### src/rtl/core/lfu_pkg.sv
// ----------------------------------------------------------------------------
// lfu_pkg
// Shared constants, types and helpers for the LFU page replacement block.
// ----------------------------------------------------------------------------
package lfu_pkg;

	localparam int FRAMES    = 8;
	localparam int PAGE_BITS = 16;

	localparam int FIDX_W = (FRAMES > 1) ? $clog2(FRAMES) : 1;
	localparam int FCNT_W = $clog2(FRAMES + 1);
	localparam int TAG_W  = PAGE_BITS;
	localparam int CNT_W  = 16;
	localparam int STAMP_W = 32;
	localparam int FAULT_W = 32;

	localparam int PAGE_IN_W = 16;
	localparam int CFG_W     = 4;
	localparam int SLOT_W    = 3;
	localparam int OUT_W     = 56;

	localparam logic [CFG_W-1:0] CFG_RESET = 4'd8;

	typedef struct packed {
		logic start;   // latch the accepted reference, restart the scan
		logic step;    // examine one frame
		logic commit;  // update the table and load the result register
	} lfu_cmd_t;

	typedef struct packed {
		logic scan_last;  // frame under examination is the last one in use
	} lfu_sts_t;

	function automatic logic [TAG_W-1:0] mask_page(input logic [PAGE_IN_W-1:0] p);
		logic [31:0] wide;
		wide = {16'd0, p};
		return wide[TAG_W-1:0];
	endfunction

endpackage

### src/rtl/core/lfu_page_replacement.sv
// ----------------------------------------------------------------------------
// lfu_page_replacement
// LFU page replacement with oldest-stamp then lowest-index tie-break.
// ----------------------------------------------------------------------------
//  channel   direction  ports                      contents
//  s_axis    in         tvalid/tready/tdata/tlast  page reference, end of run
//  m_axis    out        tvalid/tready/tdata        hit, slot, eviction, faults
//  cfg       in         cfg_we/cfg_wdata           frames_in_use
//
//  An item is accepted, then the n frames in use are scanned one per cycle
//  (n = frames_in_use clamped to 1..8), then the table is updated.
//  Reset clears the table at once: valid marks are flops, no clearing pass.
//  The update waits while an earlier result has not been transferred.
//  Input is refused from accept until the update; results wait in a register.
// ----------------------------------------------------------------------------
module lfu_page_replacement (
	input  logic        clk,
	input  logic        arst_n,
	input  logic        s_axis_tvalid,
	output logic        s_axis_tready,
	input  logic [15:0] s_axis_tdata,   // page_number[15:0]
	input  logic        s_axis_tlast,   // last_reference
	output logic        m_axis_tvalid,
	input  logic        m_axis_tready,
	// hit[0], slot[3:1], filled_empty[4], evicted_valid[5],
	// evicted_page[21:6], fault_total[53:22], zero fill[55:54]
	output logic [55:0] m_axis_tdata,
	input  logic        cfg_we,
	input  logic [3:0]  cfg_wdata      // frames_in_use
);
	import lfu_pkg::*;

	lfu_cmd_t cmd;
	lfu_sts_t sts;

	lfu_ctrl u_ctrl (
		.clk      (clk),
		.arst_n   (arst_n),
		.s_tvalid (s_axis_tvalid),
		.s_tready (s_axis_tready),
		.m_tvalid (m_axis_tvalid),
		.m_tready (m_axis_tready),
		.sts      (sts),
		.cmd      (cmd)
	);

	lfu_dp u_dp (
		.clk       (clk),
		.arst_n    (arst_n),
		.cfg_we    (cfg_we),
		.cfg_wdata (cfg_wdata),
		.in_page   (s_axis_tdata),
		.in_last   (s_axis_tlast),
		.cmd       (cmd),
		.sts       (sts),
		.out_data  (m_axis_tdata)
	);

endmodule

### src/rtl/core/lfu_ctrl.sv
// ----------------------------------------------------------------------------
// lfu_ctrl
// Sequencer: accept a reference, scan the frames in use, then commit.
// ----------------------------------------------------------------------------
module lfu_ctrl (
	input  logic              clk,
	input  logic              arst_n,
	input  logic              s_tvalid,
	output logic              s_tready,
	output logic              m_tvalid,
	input  logic              m_tready,
	input  lfu_pkg::lfu_sts_t sts,
	output lfu_pkg::lfu_cmd_t cmd
);
	import lfu_pkg::*;

	typedef enum logic [1:0] {
		ST_IDLE,
		ST_SCAN,
		ST_COMMIT
	} state_t;

	state_t state_q;
	logic   out_valid_q;
	logic   out_free;

	assign s_tready = (state_q == ST_IDLE);
	assign m_tvalid = out_valid_q;
	assign out_free = !out_valid_q || m_tready;

	always_comb begin
		cmd = '0;
		case (state_q)
			ST_IDLE:   cmd.start  = s_tvalid;
			ST_SCAN:   cmd.step   = 1'b1;
			ST_COMMIT: cmd.commit = out_free;
			default:   cmd = '0;
		endcase
	end

	always_ff @(posedge clk or negedge arst_n) begin
		if (!arst_n) begin
			state_q     <= ST_IDLE;
			out_valid_q <= 1'b0;
		end else begin
			// load on commit, drop once the downstream transfer completes
			out_valid_q <= cmd.commit || (out_valid_q && !m_tready);
			case (state_q)
				ST_IDLE: begin
					if (s_tvalid)
						state_q <= ST_SCAN;
				end
				ST_SCAN: begin
					if (sts.scan_last)
						state_q <= ST_COMMIT;
				end
				ST_COMMIT: begin
					if (out_free)
						state_q <= ST_IDLE;
				end
				default: state_q <= ST_IDLE;
			endcase
		end
	end

`ifndef SYNTHESIS
	a_commit_needs_room: assert property (@(posedge clk) disable iff (!arst_n)
		cmd.commit |-> (!out_valid_q || m_tready))
		else $error("commit while result register still occupied");

	a_commit_loads_result: assert property (@(posedge clk) disable iff (!arst_n)
		cmd.commit |=> out_valid_q && state_q == ST_IDLE)
		else $error("commit did not present a result");

	a_start_enters_scan: assert property (@(posedge clk) disable iff (!arst_n)
		cmd.start |=> state_q == ST_SCAN && !s_tready)
		else $error("accepted reference did not start a scan");
`endif

endmodule

### src/rtl/core/lfu_dp.sv
// ----------------------------------------------------------------------------
// lfu_dp
// Frame table, scan trackers, stamp and fault counters, result register.
// ----------------------------------------------------------------------------
module lfu_dp (
	input  logic                           clk,
	input  logic                           arst_n,
	input  logic                           cfg_we,
	input  logic [lfu_pkg::CFG_W-1:0]      cfg_wdata,
	input  logic [lfu_pkg::PAGE_IN_W-1:0]  in_page,
	input  logic                           in_last,
	input  lfu_pkg::lfu_cmd_t              cmd,
	output lfu_pkg::lfu_sts_t              sts,
	output logic [lfu_pkg::OUT_W-1:0]      out_data
);
	import lfu_pkg::*;

	logic [CFG_W-1:0]   cfg_q;
	logic [TAG_W-1:0]   page_q;
	logic               last_q;

	logic [TAG_W-1:0]   tag_q   [FRAMES];
	logic [CNT_W-1:0]   cnt_q   [FRAMES];
	logic [STAMP_W-1:0] stamp_q [FRAMES];
	logic [FRAMES-1:0]  valid_q;

	logic [STAMP_W-1:0] access_q;
	logic [FAULT_W-1:0] fault_q;

	logic [FIDX_W-1:0]  idx_q;
	logic               hit_q;
	logic [FIDX_W-1:0]  hit_idx_q;
	logic               empty_q;
	logic [FIDX_W-1:0]  empty_idx_q;
	logic [FIDX_W-1:0]  best_idx_q;
	logic [CNT_W-1:0]   best_cnt_q;
	logic [STAMP_W-1:0] best_stamp_q;

	logic [OUT_W-1:0]   out_q;

	logic [7:0]         cfg_wide;
	logic [FCNT_W-1:0]  n_act;
	logic [FIDX_W-1:0]  n_last;
	logic               rd_valid;
	logic [TAG_W-1:0]   rd_tag;
	logic [CNT_W-1:0]   rd_cnt;
	logic [STAMP_W-1:0] rd_stamp;
	logic               better;
	logic [FIDX_W-1:0]  slot_sel;
	logic [STAMP_W-1:0] stamp_next;
	logic [FAULT_W-1:0] fault_next;
	logic [CNT_W-1:0]   cnt_inc;
	logic [7:0]         slot_wide;
	logic [31:0]        evict_wide;
	logic               evicting;

	// clamp the register to 1..FRAMES
	always_comb begin
		cfg_wide = {4'd0, cfg_q};
		if (cfg_q == '0)
			n_act = FCNT_W'(1);
		else if (cfg_wide > 8'(FRAMES))
			n_act = FCNT_W'(FRAMES);
		else
			n_act = FCNT_W'(cfg_wide);
		n_last = FIDX_W'(n_act - FCNT_W'(1));
	end

	assign sts.scan_last = (idx_q == n_last);

	assign rd_valid = valid_q[idx_q];
	assign rd_tag   = tag_q[idx_q];
	assign rd_cnt   = cnt_q[idx_q];
	assign rd_stamp = stamp_q[idx_q];

	// lower count wins; on equal count the older stamp wins; first frame seeds
	assign better = (idx_q == '0) || (rd_cnt < best_cnt_q) ||
		((rd_cnt == best_cnt_q) && (rd_stamp < best_stamp_q));

	always_comb begin
		if (hit_q)
			slot_sel = hit_idx_q;
		else if (empty_q)
			slot_sel = empty_idx_q;
		else
			slot_sel = best_idx_q;
		evicting   = !hit_q && !empty_q;
		stamp_next = access_q + STAMP_W'(1);
		fault_next = (hit_q || fault_q == '1) ? fault_q : fault_q + FAULT_W'(1);
		cnt_inc    = (cnt_q[slot_sel] == '1) ? cnt_q[slot_sel] :
			cnt_q[slot_sel] + CNT_W'(1);
		slot_wide  = 8'(slot_sel);
		evict_wide = evicting ? 32'(tag_q[slot_sel]) : 32'd0;
	end

	always_ff @(posedge clk or negedge arst_n) begin
		if (!arst_n)
			cfg_q <= CFG_RESET;
		else if (cfg_we)
			cfg_q <= cfg_wdata;
	end

	// scan trackers
	always_ff @(posedge clk) begin
		if (cmd.start) begin
			page_q  <= mask_page(in_page);
			last_q  <= in_last;
			idx_q   <= '0;
			hit_q   <= 1'b0;
			empty_q <= 1'b0;
		end else if (cmd.step) begin
			idx_q <= idx_q + FIDX_W'(1);
			if (!hit_q && rd_valid && rd_tag == page_q) begin
				hit_q     <= 1'b1;
				hit_idx_q <= idx_q;
			end
			if (!empty_q && !rd_valid) begin
				empty_q     <= 1'b1;
				empty_idx_q <= idx_q;
			end
			if (better) begin
				best_idx_q   <= idx_q;
				best_cnt_q   <= rd_cnt;
				best_stamp_q <= rd_stamp;
			end
		end
	end

	// frame payload: written only on commit
	always_ff @(posedge clk) begin
		if (cmd.commit) begin
			stamp_q[slot_sel] <= stamp_next;
			if (hit_q) begin
				cnt_q[slot_sel] <= cnt_inc;
			end else begin
				cnt_q[slot_sel] <= CNT_W'(1);
				tag_q[slot_sel] <= page_q;
			end
			out_q <= {2'd0, fault_next, evict_wide[15:0], evicting, !hit_q && empty_q,
				slot_wide[SLOT_W-1:0], hit_q};
		end
	end

	always_ff @(posedge clk or negedge arst_n) begin
		if (!arst_n) begin
			valid_q  <= '0;
			access_q <= '0;
			fault_q  <= '0;
		end else if (cmd.commit) begin
			if (last_q) begin
				// end of run: clear after this result
				valid_q  <= '0;
				access_q <= '0;
				fault_q  <= '0;
			end else begin
				valid_q[slot_sel] <= 1'b1;
				access_q          <= stamp_next;
				fault_q           <= fault_next;
			end
		end
	end

	assign out_data = out_q;

`ifndef SYNTHESIS
	a_last_clears: assert property (@(posedge clk) disable iff (!arst_n)
		cmd.commit && last_q |=> valid_q == '0 && fault_q == '0 && access_q == '0)
		else $error("state not cleared after last reference");

	a_fill_marks_valid: assert property (@(posedge clk) disable iff (!arst_n)
		cmd.commit && !last_q |=> valid_q[$past(slot_sel)])
		else $error("committed frame not valid");

	a_scan_in_range: assert property (@(posedge clk) disable iff (!arst_n)
		cmd.step |-> idx_q <= n_last)
		else $error("scan beyond frames in use");
`endif

endmodule
### config.mk
export PLATFORM = sky130hd
export DESIGN_NAME = lfu_page_replacement
export DESIGN_NICKNAME = d
export VERILOG_FILES = /design/src/rtl/core/lfu_pkg.sv /design/src/rtl/core/lfu_page_replacement.sv /design/src/rtl/core/lfu_ctrl.sv /design/src/rtl/core/lfu_dp.sv
export SDC_FILE = /design/constraint.sdc
export NUM_CORES = 1
export LEC_CHECK = 0
export BUFFER_PORTS_ARGS = -buffer_cell sky130_fd_sc_hd__buf_2
export CORE_ASPECT_RATIO = 2
export CORE_MARGIN = 3
export CORE_UTILIZATION = 40
export DETAILED_ROUTE_END_ITERATION = 8
export GPL_TIMING_DRIVEN = 0
export HOLD_SLACK_MARGIN = 0.1
export MAX_ROUTING_LAYER = met4
export SYNTH_ARGS = -nofsm -noshare
export SYNTH_HDL_FRONTEND = slang
export SYNTH_SLANG_ARGS = --single-unit
### constraint.sdc
create_clock -name clk -period 10.3 [get_ports clk]
set_input_delay 1.03 -clock clk [delete_from_list [all_inputs] [get_ports clk]]
set_output_delay 1.03 -clock clk [all_outputs]
set_load 0.01 [all_outputs]
==> results.ini, run 1 <==
[run]
cap_violations=0

[timing]
setup_viol=0
holdWs_ns=0.3769
fin_crit_ns=7.434
finalHoldViolations=0
min_period_over_period_pct=72.17
rsz0062_at_grt=false
maxSlewViolCount=0
worst_slack_ns=2.866
worst_pin_slew_ns=1.430
tns_ns=0
maxSlewHeadroom_pct=4.690
max_freq_mhz=134.5
skew_ns=0.02838

[power_and_ir_drop]
p_int_mw=6.636
seq_power_share_pct=37.8
clkPwrFrac_pct=24.1
swShare_pct=35.56
leakagePower_nw=12.81
peakVddDrop_v=0.0001773
power_density_nw_per_um2=276.3
p_comb_share_pct=38.0
power_mw=10.30
netSwitchingPower_mw=3.662

[global_route]
grt_pass1_wl_um=138000
grt_max_degree=45
antenna_found_initial=2
grt-ovfl-total=0
grt_util_all_layers_pct=22.50
grt_pass1_vias=21130

[yosys]
yosys-top-cells-area=edfxtp_1 (59%), mux4_2 (9.7%), dfrtp_1 (6.0%)
synth-async-reset-ratio_pct=10.87
netlist_top_cells_count=edfxtp_1 (640), nand2_1 (167), mux4_2 (140), nor2_1 (100), o21ai_0 (87)
synth_area_leader_cell=edfxtp_1
ys_seq_area_share_pct=65.60
synth.distinct_cells=85
synth-seq-cells=727
ys_warn_count=0
postSynthAreaPerCell_um2=15.46
synthFlopType=edfxtp_1
syn-cell-area_um2=32560
yosysMostFrequentCell=edfxtp_1
synth_edf_count=640
syn_inst=2106
yosysTopAreaCellShare_pct=59.03

[clock_network]
cts_tree=done
ctsLongestPathBuffers=3
post_cts_buffers=0
cts_resized=0
clk_pin_slew_ns=0.07
cts_buffers=58
cts_hold_buf=0
clock-sinks=727
htree_levels=2
root_buffer=clkbuf_16
insertion_delay_ns=0.63

[floorplanning]
die_y_um=409.5
start_util_pct=40.41
die_w_um=207.7
core_um2=80560
rows=147
die_area_um2=85060
ios=84

[worst_setup_path]
cp.required_ns=10.62
cpMostUsedCell=clkbuf_1
slowest_delay_ns=1.01
path_class=reg -> reg
worstPathMaxFanout=25
worst_path_max_delay_cell=buf_1
r2r-end=u_dp.best_idx_q[0]
worstPathCellList=clkbuf_1, buf_1, clkbuf_1, clkbuf_1, mux2_2, ha_1, and4_1, a21oi_1, nand2_1, a221o_1, a31oi_1, a211oi_1, o311a_1, o21ai_4, buf_12
rrSetupSlack_ns=2.87
critPathArrivalTime_ns=7.76
rr_worst_depth=15
critPathLaunchType=flop
endpoint_kind=flop

[placement]
place_hpwl_um=70380
dpl.cell_count=3294
pre_cts_ws_ns=2.778
placed_area_um2=35150
gp_congestion=0.9334
io_buffers=81

[layout]
finalNetCount=2390
post-route-util_pct=46.27
final_cells=3403
diodes=0
drive_gt1_share_pct=21.57
final.fill_count=7016
area_delta_synth_final_pct=14.48
fin_area_um2=37270

[min_path]
hold_class=in -> async

[route]
dr.pass1.iters=8
drt_iter0_markers=1525
wire_per_inst_um=27.80
drt-total-wl_um=94590
post-route-drc-count=0
antenna_left=0
vias=20010
detail_route.vias_per_cell=5.879

[run_status]
status=complete, no violations

power groups by stage:
| stage | registers (mW) | clock network (mW) | logic (mW) |
|---|---|---|---|
| floorplan | 3.96 | 0 | 2.45 |
| global placement | 4.02 | 0 | 3.76 |
| detailed placement | 3.96 | 0 | 3.92 |
| CTS | 3.90 | 2.53 | 3.94 |
| global route | 3.92 | 2.63 | 4.19 |
| finish | 3.90 | 2.49 | 3.92 |
critical path: cells and delay by family, from the launching register on:
family | cells | cell delay, ns
fa+ha+maj | 1 | 0.31
flops | 1 | 0.31
simple gates | 2 | 0.31
mux | 1 | 0.47
compound gates | 6 | 1.93
buf+inv | 5 | 3.73
registers in the layout, indices dropped and copies added (netlist names), 3 cells and up, named ones only:
signal,flops
u_dp.access_q,32
u_dp.best_cnt_q,16
u_dp.best_idx_q,3
u_dp.best_stamp_q,32
u_dp.cfg_q,4
u_dp.cnt_q,128
u_dp.empty_idx_q,3
u_dp.fault_q,32
u_dp.hit_idx_q,3
u_dp.idx_q,3
u_dp.out_data,54
u_dp.page_q,16
u_dp.stamp_q,256
u_dp.tag_q,128
u_dp.valid_q,8
cell families after synthesis:
kind of cell / after synthesis / share of synthesized area, %
XOR/XNOR: 82 / 2.206
buffers and inverters: 177 / 2.375
AND/OR/NAND/NOR: 481 / 7.121
multiplexers: 262 / 13.69
AO/OA/AOI/OAI: 323 / 6.964
flip-flops: 727 / 65.60
adder cells (fa/ha/maj): 53 / 2.037
other: 1 / 0.01152
metal layers:
layer  up-vias  global-route usage [%]  routed length (um)
li1       8660                       -                   -
met1     10280                   21.13               30160
met2       745                   42.86               52980
met3       320                   2.260                3763
met4         0                   14.80                7677
met5         -                       -                   0
layout make-up:
type	count	area [um^2]	share of cell area, %
clock inverter	47	628.1	1.685
tap	1043	1305	3.501
sequential	727	21360	57.30
buffer	112	526.8	1.413
inverter	65	251.5	0.6747
multi-input combinational	1203	10580	28.37
clock buffer	62	1488	3.991
timing repair buffer	144	1141	3.062
worst max path at each step:
| stage | to | slack, ns | start | cells after the start |
|---|---|---|---|---|
| 6_report | u_dp.best_idx_q[0] | 2.87 | flop | 15 |
| 5_1_grt | u_dp.best_stamp_q[20] | 2.71 | flop | 15 |
| 4_1_cts | u_dp.best_stamp_q[16] | 2.74 | flop | 15 |
| 3_5_place_dp | u_dp.best_idx_q[0] | 2.78 | flop | 15 |
| 3_3_place_gp | u_dp.best_idx_q[0] | -2.82 | flop | 14 |
| 2_1_floorplan | u_dp.best_cnt_q[0] | 1.87 | flop | 15 |
layout by cell type, fill, tap and decap left out, types with 19 or more instances in the layout:
cell | netlist | layout
edfxtp_1 | 640 | 640
nand2_1 | 167 | 167
mux4_2 | 140 | 140
nor2_1 | 100 | 94
buf_2 | 6 | 86
o21ai_0 | 87 | 86
dfrtp_1 | 78 | 78
clkbuf_1 | 69 | 70
inv_1 | 62 | 62
mux2i_1 | 62 | 62
clkbuf_16 | 0 | 59
mux2_2 | 58 | 58
ha_1 | 53 | 53
nand3_1 | 52 | 52
a21oi_1 | 48 | 48
xor2_1 | 46 | 46
buf_6 | 9 | 39
xnor2_1 | 36 | 36
and3_1 | 31 | 31
buf_4 | 6 | 28
a22o_1 | 28 | 28
buf_1 | 21 | 21
nor3_1 | 34 | 20
a221o_1 | 20 | 20
nand4_1 | 19 | 19
Power figures use the tool's default switching activity.
==> inputs of run 2 (changes only) <==
Clock period 10.3 ns to 6.5 ns, I/O delays scaled along.
==> results.ini, run 2 (same netlist as run 1, synthesis figures left out) <==
[run_status]
status=complete, no violations

[layout]
final_common_cell=edfxtp_1
top_register=u_dp.stamp_q
diodes=0  ; unchanged
drive_gt1_share_pct=22.29  ; +0.72 points
largest_reg_flops=256  ; unchanged
top_regs=u_dp.stamp_q (256), u_dp.cnt_q (128), u_dp.tag_q (128)
area_delta_synth_final_pct=14.00
final_cell_mix=edfxtp_1 (640), nand2_1 (167), mux4_2 (140), nor2_1 (94), buf_2 (90)
finalNetCount=2390  ; unchanged
fin_area_um2=37120  ; -0.42%

[global_route]
met3_usage_pct=2.344  ; +0.084 points
antenna_found_initial=0  ; -2
use_met1_pct=20.65  ; -0.48 points
grt-ovfl-total=0  ; unchanged
grt_busiest_layer=met2
grt_use_met2_pct=43.69  ; +0.83 points
grt_max_degree=64  ; +42%
grt_pass1_vias=21400  ; +1.3%
grt_pass1_wl_um=139600  ; +1.1%
grt_util_all_layers_pct=22.85  ; +0.34 points

[floorplanning]
start_util_pct=40.41  ; unchanged
ios=84  ; unchanged
die_area_um2=85060  ; unchanged
core_um2=80560  ; unchanged
rows=147  ; unchanged
die_y_um=409.5  ; unchanged
die_w_um=207.7  ; unchanged

[worst_setup_path]
rr_worst_depth=13  ; -2
worst_path_max_delay_cell=dfxtp_1
path_delay_family=buffers and inverters
worstPathMaxFanout=22  ; -12%
slowest_delay_ns=0.98  ; -0.03 ns
r2r-end=u_dp.best_stamp_q[1]
path_class=reg -> reg
rrSetupSlack_ns=0.33  ; -2.53 ns
critPathLaunchType=flop
worstPathCellList=clkdlybuf4s15_2, clkbuf_1, mux2_2, ha_1, a21o_1, a21o_1, a21oi_1, o21ai_0, a31oi_1, a211oi_1, o311a_1, o21ai_4, buf_12
cp.required_ns=6.82  ; -3.80 ns
critPathArrivalTime_ns=6.49  ; -1.27 ns
path_buf_inv=3  ; -2
cpMostUsedCell=a21o_1
endpoint_kind=flop

[placement]
place_hpwl_um=70650  ; +0.38%
placed_area_um2=35160  ; about the same
pre_cts_ws_ns=-0.7983  ; -3.576 ns
io_buffers=81  ; unchanged
gp_congestion=0.9122  ; -2.3%

[clock_network]
cts_buffers=58  ; unchanged
clk_pin_slew_ns=0.07  ; about the same
root_buffer=clkbuf_16
insertion_delay_ns=0.65  ; +0.02 ns
ctsLongestPathBuffers=3  ; unchanged
htree_levels=2  ; unchanged
cts_tree=done
clock-sinks=727  ; unchanged

[timing]
worst_slack_ns=0.3339  ; -2.532 ns
worst_pin_slew_ns=1.243  ; -0.1864 ns
maxSlewHeadroom_pct=16.52  ; +12 points
finalHoldViolations=0  ; unchanged
rsz0062_at_grt=false
setup_viol=0  ; unchanged
skew_ns=0.03478  ; +0.006396 ns
min_period_over_period_pct=94.86  ; +23 points
max_freq_mhz=162.2  ; +21%
fin_crit_ns=6.166  ; -1.268 ns
maxSlewViolCount=0  ; unchanged

[run]
cap_violations=0  ; unchanged

[route]
dr.pass1.iters=5  ; -3
post-route-drc-count=0  ; unchanged
wire_per_inst_um=28.21  ; +1.5%
vias=20030  ; +0.11%
antenna_left=0  ; unchanged
drt_iter0_markers=1448  ; -5.0%
drt-total-wl_um=95990  ; +1.5%
detail_route.vias_per_cell=5.885  ; +0.11%

[power_and_ir_drop]
power_mw=16.06  ; +56%
leakagePower_nw=12.79  ; -0.22%
power_density_nw_per_um2=432.6  ; +57%
peakVddDrop_v=0.0003106  ; +75%

[min_path]
hold_depth=1
holdPathEnd=u_dp.page_q[0]
hp-start=s_axis_tdata[0]
hold_class=in -> reg

[run 2: cell count changes in the layout (fill, tap and decap cells not counted), moves of 3 or more]
cell	change
clkbuf_2	+13
buf_1	-9
bufinv_16	-9
buf_4	-5
clkinv_1	-5
buf_2	+4
buf_6	+4
clkbuf_1	-4
clkbuf_8	+3
clkdlybuf4s15_2	+3
[run 2: worst max path at each step]
stage | start | to | slack, ns | cells after the start
CTS | flop | u_dp.best_stamp_q[1] | 0.006 | 16
detailed placement | flop | u_dp.best_idx_q[2] | -0.80 | 15
floorplan | flop | u_dp.best_cnt_q[0] | 0.40 | 15
global placement | flop | u_dp.best_idx_q[2] | -2.65 | 14
global route | flop | u_dp.best_stamp_q[1] | 0.008 | 16
finish | flop | u_dp.best_stamp_q[1] | 0.33 | 13
[run 2: layout make-up]
| type | count | area [um^2] |
|---|---|---|
| Sequential cell | 727 | 21360 |
| Multi-Input combinational cell | 1203 | 10580 |
| Tap cell | 1043 | 1305 |
| Inverter | 65 | 251.5 |
| Clock inverter | 36 | 362.8 |
| Fill cell | 7052 | 43440 |
| Timing Repair Buffer | 146 | 1159 |
| Buffer | 110 | 568.0 |
| Clock buffer | 73 | 1538 |
[run 2: worst reg2reg max path: cells and delay by family (launching register included)]
| family | cells | cell delay [ns] |
|---|---|---|
| compound gates | 8 | 2.00 |
| fa+ha+maj | 1 | 0.21 |
| buf+inv | 3 | 2.14 |
| flops | 1 | 0.98 |
| mux | 1 | 0.49 |
[run 2: repair_timing]
action,4_1_cts,5_1_grt
setup buffers,0,0
endpoints found under the setup margin,51,51
endpoints found under the hold margin,36,0
hold buffers,1,0
resized for setup,26,12
cloned,0,0
[run 2: where the power goes]
part | total, mW | switching, mW | internal [mW]
Clock | 3.61 | 1.68 | 1.93
Combinational | 6.26 | 3.98 | 2.28
Sequential | 6.19 | 0.207 | 5.98
[run 2: stage by stage]
stage | TNS [ns] | hold WS, ns | instances | util [%]
2_1_floorplan | 0 | 0.3544 | 2107 | -
3_3_place_gp | -476.79 | 0.4723 | 3231 | 42.55
3_5_place_dp | -39.07 | 0.4838 | 3294 | 43.64
4_1_cts | 0 | 0.1471 | 3403 | 46.10
5_1_grt | 0 | 0.1657 | 3403 | 46.07
6_report | 0 | 0.1824 | 3403 | 46.07
[run 2: routing by layer]
metal	up-vias	wire length (um)
li1	8634	-
met1	10230	29270
met2	797	54310
met3	366	4049
met4	0	8364
met5	-	0
